==> src/hdl/u8e_pkg.sv <==
// Shared types and constants of the UTF-8 to single-byte encoder.
package u8e_pkg;

   localparam int QUEUE_DEPTH_DEFAULT = 4;
   localparam logic [7:0] DEFAULT_BYTE_RESET = 8'd63;

   // Register index (paddr[2])
   localparam logic CSR_DEFAULT_BYTE = 1'b0;

   // Request commands
   localparam logic [1:0] CMD_UTF8   = 2'd0;
   localparam logic [1:0] CMD_WR_FH  = 2'd1;
   localparam logic [1:0] CMD_WR_IDX = 2'd2;
   localparam logic [1:0] CMD_WR_DEC = 2'd3;

   localparam int CP_W  = 21;
   localparam int IDX_W = 7;

   typedef enum logic [2:0] {
      KIND_WR_FH,
      KIND_WR_IDX,
      KIND_WR_DEC,
      KIND_LOOKUP,
      KIND_EMIT
   } kind_type;

   // One queued job: a table write, a code point lookup or a direct byte
   typedef struct packed {
      kind_type           kind;
      logic               err;
      logic [IDX_W-1:0]   ti;
      logic [CP_W-1:0]    val;
   } item_type;

   typedef struct packed {
      logic full;
      logic empty;
   } queue_status_type;

endpackage

==> src/hdl/u8e_queue.sv <==
// Short job queue between the front end and the lookup pipeline.
module u8e_queue #(
   parameter int DEPTH = u8e_pkg::QUEUE_DEPTH_DEFAULT
) (
   input  logic                      clock,
   input  logic                      reset,
   input  logic                      push,
   input  u8e_pkg::item_type         push_item,
   input  logic                      pop,
   output u8e_pkg::item_type         head,
   output u8e_pkg::queue_status_type status
);

   localparam int PTR_W = $clog2(DEPTH);
   localparam int CNT_W = $clog2(DEPTH + 1);

   u8e_pkg::item_type slots_ff [DEPTH];
   logic [PTR_W-1:0]  wr_ptr_ff, wr_ptr_in;
   logic [PTR_W-1:0]  rd_ptr_ff, rd_ptr_in;
   logic [CNT_W-1:0]  count_ff, count_in;
   logic              do_push, do_pop;

   assign status.full  = (count_ff == CNT_W'(DEPTH));
   assign status.empty = (count_ff == '0);
   assign do_push      = push && !status.full;
   assign do_pop       = pop && !status.empty;
   assign head         = slots_ff[rd_ptr_ff];

   always_comb begin
      wr_ptr_in = wr_ptr_ff;
      rd_ptr_in = rd_ptr_ff;
      count_in  = count_ff;
      if (do_push) begin
         wr_ptr_in = (wr_ptr_ff == PTR_W'(DEPTH - 1)) ? '0 : wr_ptr_ff + PTR_W'(1);
      end
      if (do_pop) begin
         rd_ptr_in = (rd_ptr_ff == PTR_W'(DEPTH - 1)) ? '0 : rd_ptr_ff + PTR_W'(1);
      end
      if (do_push && !do_pop) begin
         count_in = count_ff + CNT_W'(1);
      end else if (do_pop && !do_push) begin
         count_in = count_ff - CNT_W'(1);
      end
   end

   always_ff @(posedge clock) begin
      if (reset) begin
         wr_ptr_ff <= '0;
         rd_ptr_ff <= '0;
         count_ff  <= '0;
      end else begin
         wr_ptr_ff <= wr_ptr_in;
         rd_ptr_ff <= rd_ptr_in;
         count_ff  <= count_in;
      end
   end

   always_ff @(posedge clock) begin
      if (do_push) begin
         slots_ff[wr_ptr_ff] <= push_item;
      end
   end

endmodule

==> config.mk <==
export PLATFORM = sky130hd
export DESIGN_NAME = u8e_queue
export DESIGN_NICKNAME = d
export VERILOG_FILES = /design/src/hdl/u8e_pkg.sv /design/src/hdl/u8e_queue.sv
export SDC_FILE = /design/constraint.sdc
export NUM_CORES = 1
export LEC_CHECK = 0
export BUFFER_PORTS_ARGS = -buffer_cell sky130_fd_sc_hd__buf_2
export CORE_MARGIN = 2
export CORE_UTILIZATION = 35
export DETAILED_ROUTE_END_ITERATION = 12
export PLACE_DENSITY = 0.61
export SYNTH_ARGS = -nofsm -noshare
export SYNTH_HDL_FRONTEND = slang
export SYNTH_SLANG_ARGS = --single-unit
==> constraint.sdc <==
create_clock -name clock -period 2.4 [get_ports clock]
set_input_delay 0.36 -clock clock [delete_from_list [all_inputs] [get_ports clock]]
set_output_delay 0.36 -clock clock [all_outputs]
set_load 0.02 [all_outputs]
# [After elaboration in Yosys (flattened, before gate mapping)]
# Memories as Yosys holds them, arrays and structs flattened. A register that Yosys moved wholly into a read port is not among the register bits.
# Cells that the tools add are included.
[classes] n_mux=8 n_eq_ne=3 add_sub_neg=4 n_reduce_logical=10
[op_table] operator="$mux W2" n=4
[op_table] operator="$mux W3" n=2
[op_table] operator="$add A2 B1 Y2 const B" n=2
[op_table] operator="$eq A2 B2 Y1 const B" n=2
[op_table] operator="$logic_and A1 B1 Y1" n=4
[op_table] operator="$logic_not A1 Y1" n=4
[op_table] operator="$add A3 B1 Y3 const B" n=1
[op_table] operator="$eq A3 B3 Y1 const B" n=1
[op_table] operator="$logic_not A3 Y1" n=1
[op_table] operator="$sub A3 B1 Y3 const B" n=1
[op_table] operator="$mux W1" n=2
[op_table] operator="$reduce_bool A2 Y1" n=1
[word_totals] word_cells=29 mem_count=1 ramBits=128 reg_bits=7
[mem_list] memory="slots_ff" depth=4 width=32 rd=1 rd_clocked_by_memory_dff=1 wr=1 line_no="u8e_queue.sv:17" rtl="u8e_pkg::item_type slots_ff [DEPTH];"

# [Longest topological paths before layout]
[logic_depth] ltp_word=7 ltp_mapped=10 ltp_nobuf=9

# [Worst setup path before layout]
# Ideal clock, no wire load.
[synth_path] path_type="register -> register" from="reg count_ff[0]" to="reg count_ff[2]" setup_ns=0.070 path_stages_with_launch=11 slack_ns=0.187 n_path_buf=1 arrival_ns=2.143 cell_sequence="dfxtp_1 or3b_1 buf_6 clkinv_4 nor2_2 ha_1 inv_1 fa_1 xor2_1 or3_2 a21oi_1"
[synth_lines] element="start, declared" line_no="u8e_queue.sv:20" rtl="logic [CNT_W-1:0] count_ff, count_in;"
[synth_lines] element="start signal, assigned" line_no="u8e_queue.sv:54" rtl="count_ff <= count_in;"

==> out/qor.yml <==
crit_fanout: 18
reg2reg_from: "count_ff[2]"
core_area_mm2: 0.01437
syn_area_mm2: 0.005099
tightest_slew_ns: 0.9203
reg2regPathDepth: 9
htreeDepth: 4
cts_sinks: 137
rr_endpoint: "count_ff[2]"
hpwl_um: 5096
power_leakage_nw: 2.167
start_kind: "register"
io_buffers: 69
grt_pass1_wl_um: 13970
crit_family: "multiplexers"
hold_depth: 1
clk_pin_slew_ns: 0.06
grt_setup_unrepaired: "no"
synth_area_per_cell_um2: 23.50
grt_usage_pct: 12.49
initial_core_util_pct: 35.48
ant_nets: 0
crit_chain: "buf_12 > mux4_2 > buf_2"
relSlewSlack_pct: 38.65
hold_path.class: "in -> reg"
required_ns: 2.04
grt_pass1_vias: 2571
seq_area_mm2: 0.004029
syn_inst: 217
multi_input_area_mm2: 0.001008
cp.arrival_ns: 1.90
numCtsBuffers: 17
grt_max_degree: 33
min_from: "push_item[28]"
drt_iter0_markers: 145
slowest_stage: "mux4_2"
syn_nets: 260
tritoncts: "done"
hold_buffers: 0
fin_nets: 343
post-cts-setup-buffers: 0
pin_count: 70
avgRoutedWirePerCell_um: 18.12
critPathKind: "reg -> out"
max_stage_delay_ns: 0.55
synthToLayoutAreaGrowth_pct: 24.32
drive_gt1_share_pct: 47.28
fillers: 1246
wirelength_um: 9008
post-route-util_pct: 44.11
ys_seq_elements: 137
row_count: 44
max_freq_mhz: 442.2
gr-total-overflow: 0
yosysUniqueCellTypes: 27
tns_ns: 0
finalSetupViolations: 0
fp.dieW_um: 124.7
die_area_mm2: 0.01555
diodes: 0
synth-seq-area-share_pct: 78.92
whs_endpoint: "slots_ff[3][28]"
finalCriticalPeriod_ns: 2.261
worst_skew_pair.late_latency_ns: 0.41
outcome: "completed"
crit_buf_inv: 2
skew_ns: 0.005117
r2r_setup_slack_ns: 0.15
hold_viol: 0
place_congestion: 0.6539
slew_viol_final: 0
ys_warn_count: 0
root_buffer: "clkbuf_16"
first_pass_iters: 4
die_y_um: 124.7
antenna_found_initial: 0
drc_errors: 0
fin_crit_sh_pct: 94.22
worst_setup_path_end_kind: "output pin"
hold_ws_ns: 0.1570
cts_buffer_depth: 2
cap_violations: 0
via_per_inst: 4.763
vias: 2367
ir_drop_mv: 0.5164
power_density_mw_per_mm2: 1155
==> worst register-to-register path, stage by stage (launching register included) <==
cell and delay (ns):
dfxtp_1 0.36, or3b_4 0.28, clkinv_4 0.05, nor2_2 0.11, ha_1 0.20, inv_1 0.06
fa_1 0.38, xor2_1 0.18, or3_2 0.41, a21oi_1 0.15
==> state kept, by name (all words and copies together), names as in the netlist, named ones only <==
name / flops
slots_ff: 128
count_ff: 3
rd_ptr_ff: 2
wr_ptr_ff: 2
==> layer usage <==
metal	part of all wire, %	GRT usage [%]
met2	51	20.28
met5	0	0
met4	1.9	5.552
met1	41	14.59
met3	5.5	5.112
==> power breakdown <==
part	internal, W	switching [W]	total [W]
clock	0.00183	0.000944	0.00278
sequential	0.00290	0.000123	0.00303
combinational	0.000673	0.000846	0.00152
total	0.00541	0.00191	0.00732
==> stage by stage <==
stage | cell area (µm²) | cells | total power (W) | setup WS (ns)
2_1_floorplan | 5099 | 217 | 0.004099 | 0.1870
3_3_place_gp | 5690 | 465 | 0.004595 | 0.1856
3_5_place_dp | 5690 | 465 | 0.004620 | 0.09488
4_1_cts | 6325 | 497 | 0.007408 | 0.08619
5_1_grt | 6339 | 497 | 0.007652 | 0.001818
6_report | 6339 | 497 | 0.007322 | 0.1386
==> what timing repair did <==
action                     CTS  global route
setup endpoints to repair    0             1
gates resized for setup      0             4
hold endpoints to repair     0             0
==> worst max path at each step <==
stage / cells after the start / endpoint / start
after floorplan: 10 / count_ff[2] / count_ff[0]
after global placement: 9 / count_ff[2] / count_ff[0]
after detailed placement: 7 / count_ff[2] / count_ff[1]
after CTS: 3 / head[23] / register
after global routing: 9 / count_ff[2] / count_ff[2]
final: 3 / head[23] / register
==> placed cells by master (no fill, tap or decap), types with 4 or more instances in the layout <==
master / synthesis / layout
clkinvlp_4: 0 / 5
clkbuf_16: 0 / 17
ha_1: 6 / 6
inv_1: 4 / 4
edfxtp_1: 128 / 128
bufinv_16: 0 / 5
buf_2: 1 / 69
and3_2: 4 / 4
dfxtp_1: 9 / 5
dfxtp_2: 0 / 4
mux4_2: 32 / 32
==> cell families after synthesis <==
| group | Yosys count | synth area share (%) |
|---|---|---|
| multiplexers | 34 | 14.53 |
| flip-flops | 137 | 78.92 |
| buffers and inverters | 14 | 1.521 |
| AND/OR/NAND/NOR | 16 | 1.841 |
| adder cells (fa/ha/maj) | 7 | 1.865 |
| XOR/XNOR | 2 | 0.3436 |
| AO/OA/AOI/OAI | 7 | 0.9812 |
==> area by class of cell <==
| cell class | instances | area share, % |
|---|---|---|
| well taps | 184 | 3.632 |
| repair buffers | 73 | 6.514 |
| multi-input cells | 66 | 15.91 |
| clock buffers | 19 | 6.830 |
| clock inverters | 13 | 3.178 |
| flip-flops and latches | 137 | 63.56 |
| inverters | 5 | 0.3750 |
==> synth_stat cells <==
library cell / n / area share, %
nand3_1: 2 / 0.20
nor3_1: 2 / 0.20
nor2_2: 1 / 0.12
buf_4: 3 / 0.44
clkinv_4: 1 / 0.17
clkbuf_1: 1 / 0.074
buf_2: 1 / 0.098
and3_2: 4 / 0.59
mux4_2: 32 / 14
buf_6: 1 / 0.22
o21ai_1: 1 / 0.098
xor2_1: 2 / 0.34
nand2_1: 1 / 0.074
edfxtp_1: 128 / 75
dfxtp_1: 9 / 3.5
buf_1: 3 / 0.22
a21oi_1: 3 / 0.29
or3b_1: 1 / 0.17
o31ai_2: 2 / 0.49
fa_1: 1 / 0.39
mux2i_1: 2 / 0.39
nor2_1: 3 / 0.22
or3_1: 1 / 0.12
inv_1: 4 / 0.29
o21ai_0: 1 / 0.098
or3_2: 1 / 0.15
ha_1: 6 / 1.5
(Power assumes the default switching activity.)
