==> src/hdl/u8e_pkg.sv <==
// Shared types and constants of the UTF-8 to single-byte encoder.
package u8e_pkg;

   localparam int QUEUE_DEPTH_DEFAULT = 4;
   localparam logic [7:0] DEFAULT_BYTE_RESET = 8'd63;

   // Register index (paddr[2])
   localparam logic CSR_DEFAULT_BYTE = 1'b0;

   // Request commands
   localparam logic [1:0] CMD_UTF8   = 2'd0;
   localparam logic [1:0] CMD_WR_FH  = 2'd1;
   localparam logic [1:0] CMD_WR_IDX = 2'd2;
   localparam logic [1:0] CMD_WR_DEC = 2'd3;

   localparam int CP_W  = 21;
   localparam int IDX_W = 7;

   typedef enum logic [2:0] {
      KIND_WR_FH,
      KIND_WR_IDX,
      KIND_WR_DEC,
      KIND_LOOKUP,
      KIND_EMIT
   } kind_type;

   // One queued job: a table write, a code point lookup or a direct byte
   typedef struct packed {
      kind_type           kind;
      logic               err;
      logic [IDX_W-1:0]   ti;
      logic [CP_W-1:0]    val;
   } item_type;

   typedef struct packed {
      logic full;
      logic empty;
   } queue_status_type;

endpackage

==> src/hdl/u8e_front.sv <==
// Front end: decodes UTF-8 requests into queued jobs.
module u8e_front (
   input  logic                    clock,
   input  logic                    reset,
   input  logic                    accept,
   input  logic [1:0]              req_command,
   input  logic [7:0]              req_data_byte,
   input  logic [6:0]              req_table_index,
   input  logic [20:0]             req_table_value,
   output logic                    push,
   output u8e_pkg::item_type       item
);

   logic [20:0] acc_ff, acc_in;
   logic [1:0]  rem_ff, rem_in;
   logic [1:0]  len_ff, len_in;
   logic        emit;
   logic [20:0] acc_next;
   logic [20:0] minimum;
   logic        bad;

   always_comb begin
      acc_next = {acc_ff[14:0], req_data_byte[5:0]};
      case (len_ff)
         2'd1:    minimum = 21'h00080;
         2'd2:    minimum = 21'h00800;
         default: minimum = 21'h10000;
      endcase
      bad = (acc_next < minimum) || (acc_next >= 21'h0D800 && acc_next <= 21'h0DFFF)
            || (acc_next > 21'h10FFFF);
   end

   always_comb begin
      acc_in    = acc_ff;
      rem_in    = rem_ff;
      len_in    = len_ff;
      emit      = 1'b0;
      item.kind = u8e_pkg::KIND_EMIT;
      item.err  = 1'b0;
      item.ti   = req_table_index;
      item.val  = req_table_value;
      unique case (req_command)
         u8e_pkg::CMD_WR_FH: begin
            emit      = 1'b1;
            item.kind = u8e_pkg::KIND_WR_FH;
         end
         u8e_pkg::CMD_WR_IDX: begin
            emit      = 1'b1;
            item.kind = u8e_pkg::KIND_WR_IDX;
         end
         u8e_pkg::CMD_WR_DEC: begin
            emit      = 1'b1;
            item.kind = u8e_pkg::KIND_WR_DEC;
         end
         u8e_pkg::CMD_UTF8: begin
            item.val = {13'd0, req_data_byte};
            if (rem_ff == 2'd0) begin
               if (!req_data_byte[7]) begin
                  emit = 1'b1;
               end else if (req_data_byte[7:6] == 2'b10 || req_data_byte[7:3] == 5'b11111) begin
                  emit     = 1'b1;
                  item.err = 1'b1;
               end else if (req_data_byte[7:5] == 3'b110) begin
                  acc_in = {16'd0, req_data_byte[4:0]};
                  len_in = 2'd1;
                  rem_in = 2'd1;
               end else if (req_data_byte[7:4] == 4'b1110) begin
                  acc_in = {17'd0, req_data_byte[3:0]};
                  len_in = 2'd2;
                  rem_in = 2'd2;
               end else begin
                  acc_in = {18'd0, req_data_byte[2:0]};
                  len_in = 2'd3;
                  rem_in = 2'd3;
               end
            end else if (req_data_byte[7:6] != 2'b10) begin
               // interrupted sequence: drop the byte and return to idle
               emit     = 1'b1;
               item.err = 1'b1;
               acc_in   = '0;
               rem_in   = '0;
               len_in   = '0;
            end else begin
               acc_in = acc_next;
               rem_in = rem_ff - 2'd1;
               if (rem_ff == 2'd1) begin
                  emit   = 1'b1;
                  acc_in = '0;
                  len_in = '0;
                  if (bad) begin
                     item.err = 1'b1;
                  end else begin
                     item.kind = u8e_pkg::KIND_LOOKUP;
                     item.val  = acc_next;
                  end
               end
            end
         end
      endcase
   end

   assign push = accept && emit;

   always_ff @(posedge clock) begin
      if (reset) begin
         acc_ff <= '0;
         rem_ff <= '0;
         len_ff <= '0;
      end else if (accept) begin
         acc_ff <= acc_in;
         rem_ff <= rem_in;
         len_ff <= len_in;
      end
   end

endmodule

==> config.mk <==
export PLATFORM = sky130hd
export DESIGN_NAME = u8e_front
export DESIGN_NICKNAME = d
export VERILOG_FILES = /design/src/hdl/u8e_pkg.sv /design/src/hdl/u8e_front.sv
export SDC_FILE = /design/constraint.sdc
export NUM_CORES = 1
export LEC_CHECK = 0
export ABC_AREA = 1
export BUFFER_PORTS_ARGS = -buffer_cell sky130_fd_sc_hd__buf_2
export CORE_ASPECT_RATIO = 1.4
export CORE_MARGIN = 1.5
export CORE_UTILIZATION = 47
export CTS_CLUSTER_DIAMETER = 60
export DETAILED_ROUTE_END_ITERATION = 8
export MAX_ROUTING_LAYER = met4
export PLACE_DENSITY = 0.86
export SETUP_SLACK_MARGIN = 0.1
export SLEW_MARGIN = 15
export SYNTH_ARGS = -nofsm -noshare
export SYNTH_HDL_FRONTEND = slang
export SYNTH_SLANG_ARGS = --single-unit
==> constraint.sdc <==
create_clock -name clock -period 2.28 [get_ports clock]
set_input_delay 0.228 -clock clock [delete_from_list [all_inputs] [get_ports clock]]
set_output_delay 0.228 -clock clock [all_outputs]
set_load 0.03 [all_outputs]
### Word level (Yosys, flattened, before mapping)

Index checks and enable logic that the tools add are counted.

* logic and storage cells: 70
* bits in registers: 19

* equality and inequality tests: 13
* muxes and demuxes: 38
* add/sub/neg operators: 1
* reduce and logical (&&, ||, !) cells: 11
* $lt $le $gt $ge: 4

Operators with widths (count)
* 21-bit two-way mux: 5
* 15-bit two-way mux: 5
* 17-bit one-hot mux with 2 select lines: 1
* 21-bit by 16-bit >= comparator with 1-bit output, second input constant: 1
* 21-bit greater-than comparator, second input constant: 1
* 21-bit by 16-bit less-or-equal comparator with 1-bit output, second input constant: 1
* 21-bit by 17-bit < comparator with 1-bit output: 1
* 2-bit two-way mux: 8
* 3-bit one-hot mux with 4 select lines: 1
* 1-bit two-way mux: 11
* 3-bit two-way mux: 3
* 2-bit == test, second input constant: 4
* 4-bit two-way mux: 2
* 2-bit by 1-bit == test with 1-bit output, second input constant: 3
* 2-bit != test, second input constant: 3
* 5-bit == test, second input constant: 1
* 5-bit two-way mux: 1
* 5-bit AND reduction: 1
* 4-bit == test, second input constant: 1
* 2-bit zero test: 2
* 4-bit AND reduction: 1
* 3-bit == test, second input constant: 1
* 1-bit logical OR: 3
* 3-bit nonzero test: 1
* 4 further kinds: 5

### Longest topological paths before layout

* word-level depth: 10
* mapped depth: 15
* gate-level depth less buffers: 14

### Least setup slack after synthesis

OpenSTA, ideal clock, no wires.

* path kind: reg2out
* start point: register len_ff[0]
* end point: output item[31] (netlist name)
* stages on the path, launching flop included: 13
* arrival: 2.098 ns
* setup slack: -0.046 ns
* path buffers: 1
* path through: dfxtp_1 > inv_1 > ha_1 > inv_1 > ha_1 > a21oi_1 > o21ai_0 > nor2_1 > nand2_2 > nand3_4 > nor2_8 > buf_6 > a21oi_1

RTL lines
* from (decl): line u8e_front.sv:16 `logic [1:0] len_ff, len_in;`
* from (signal assigned): line u8e_front.sv:112 `len_ff <= len_in;`
* to (decl): line u8e_front.sv:11 `output u8e_pkg::item_type item`

==> flow_summary.ini <==
[cts]
cts_root_buf = clkbuf_8
numCtsBuffers = 3
clockBufferDepth = 2
htree_levels = 1
cts.reportedPaths.clkPinSlew_ps = 70
clock_latency_ps = 260
clkSinkCount = 19
cts_tree = done

[power_and_ir_drop]
leakage_uw = 0.00102
p_comb_frac = 0.331
power_density_nw_per_um2 = 410
power_frac_seq = 0.394
ir_drop_v = 0.000331
p_sw_frac = 0.345
power_uw = 875
clockPowerShare = 0.274
power_switching_uw = 302
intPower_uw = 573

[worst_setup_path]
crit_required_ps = 2050
r2r_cells = 7
end_kind = primary output
worstPathArrival_ps = 2320
crit_type = flop to primary output
crit_path_max_fanout = 4
cp-start-kind = flop

[sta]
fin_skew_ps = 4.85
finalSetupViolations = 19
fin_ws_ps = -265
fin_crit_ps = 2540
grt_setup_unrepaired = true
slew_violations = 0
relSlewSlack = 0.670
holdWs_ps = 238
fin_crit_sh = 1.12
hold_viol = 0
tightest_slew_ps = 492
fmax_mhz = 393

[hold_path]
hold_path_depth = 3
hold_class = primary input to flop

[yosys]
yosysSeqAreaShare = 0.242
netlist.area_leader.share = 0.242
yosys.area.top_type = dfxtp_1
syn-num-nets = 294
syn-cell-area_um2 = 1570
synthTopCellsByArea = dfxtp_1 24%, nand2_1 17%, a21oi_1 7.6%
syn_avg_cell_area_um2 = 6.36
synth_cell_types = 33
ys_ff_latch = 19
yosys_warnings = 0
synth_cells = 247

[grt]
grt_start_max_net_pins = 27
antenna_found_initial = 0
track_usage = 0.281
grt_pass1_wl_mm = 7.77
overflow = 0
grt_pass1_vias = 1753

[route]
drt_iter0_drc = 79
route.detailed.drc = 0
vias_per_cell = 5.55
wl_per_cell_um = 14.6
num_vias = 1899
dr.pass1.iters = 4
wl_mm = 4.98
drtAntennaViolNets = 0

[floorplanning]
die_x_um = 51.9
initial_utilization = 0.498
dieArea_um2 = 3700
rows = 24
ios = 74
fp.coreArea_um2 = 3150
die_h_um = 71.4

[final_layout]
synthToLayoutAreaGrowth_pct = 35.8
diodes = 0
instances_no_fill = 342
final_core_util = 0.676
finalInstanceArea_um2 = 2130
drive_gt1_frac = 0.360
fin_nets = 351
layout_common_cells = 72 x nand2_1, 40 x buf_2, 22 x a21oi_1
fillCellCount = 271
layout_commonest_cell = nand2_1

[flow_run]
drv_cap = 0

[place]
dpl.hpwl_mm = 3.14
place_congestion = 0.926
dp.cells = 329
placed_cell_area_um2 = 1820
portBuffers = 59

[outcome]
status = complete, but fails checks
violations = negative setup slack
-- state kept, by name, indices dropped and copies added, names as in the netlist --
| register | count |
|---|---|
| rem_ff | 2 |
| acc_ff | 15 |
| len_ff | 2 |
-- critical path: stages (launching register included) --
cell     delay, ps
dfxtp_2        340
inv_2           50
ha_4           270
inv_4           30
ha_4           280
nand3_1         90
nor2_1         120
nand2_1         70
nand2_2         90
nand3_4        100
nor2_8         140
buf_6          140
nand4_1         80
nand2_1        120
buf_6          140
-- metrics by stage --
step	setup WS (ps)	TNS, ps
floorplan	114	0
global placement	47.7	0
detailed placement	-81.2	-303
CTS	-205	-3130
global route	-408	-6460
finish	-265	-4170
-- routing by layer --
layer	GRT usage	routed length [um]
met3	0.0396	335
met1	0.304	1830
met2	0.477	2620
met4	0.161	199
met5	-	0
-- kinds of logic (layout without fill, tap and decap cells) --
group | after synthesis | in the layout | share of synthesized area
AO/OA/AOI/OAI | 44 | 44 | 0.160
adder cells (fa/ha/maj) | 6 | 6 | 0.0478
buffers and inverters | 45 | 101 | 0.143
flip-flops | 19 | 19 | 0.242
AND/OR/NAND/NOR | 132 | 132 | 0.400
multiplexers | 1 | 1 | 0.00637
-- final cells by class --
type                            count  area [um^2]  area share
Timing Repair Buffer               70          517       0.242
Multi-Input combinational cell    183         1030       0.485
Clock buffer                        4         45.0      0.0211
Tap cell                           39         48.8      0.0229
Sequential cell                    19          383       0.180
Inverter                           27          104      0.0487
-- synth_stat cells (all sizes together) --
master / n
o21ai: 12
a21oi: 24
a211oi: 5
nand3: 14
o22ai: 1
nand4: 15
inv: 26
mux2i: 1
clkinv: 1
buf: 15
dfxtp: 19
or2: 2
ha: 6
clkbuf: 3
a31oi: 2
nand3b: 2
nor2: 21
nor3: 2
nand2: 76
-- power groups by stage --
stage	logic (uW)	clock network, uW	registers [uW]
global placement	235	0	351
global route	311	258	345
CTS	280	235	344
finish	290	240	345
floorplan	188	0	349
detailed placement	239	0	351
-- path summary, 6_finish.rpt --
kind | start | to | slack (ps)
setup / recovery | len_ff[0] | item[19] | -260
hold / removal | req_data_byte[2] | acc_ff[2] | 240
setup reg to reg | rem_ff[0] | acc_ff[9] | 330
hold reg to reg | acc_ff[12] | acc_ff[12] | 490
-- what timing repair did --
| item | 4_1_cts | 5_1_grt |
|---|---|---|
| resized for setup | 55 | 6 |
| hold buffers | 0 | 0 |
| pin swaps | 13 | 11 |
| setup endpoints to repair | 19 | 19 |
| setup buffers | 7 | 2 |
Power figures use the tool's default switching activity.
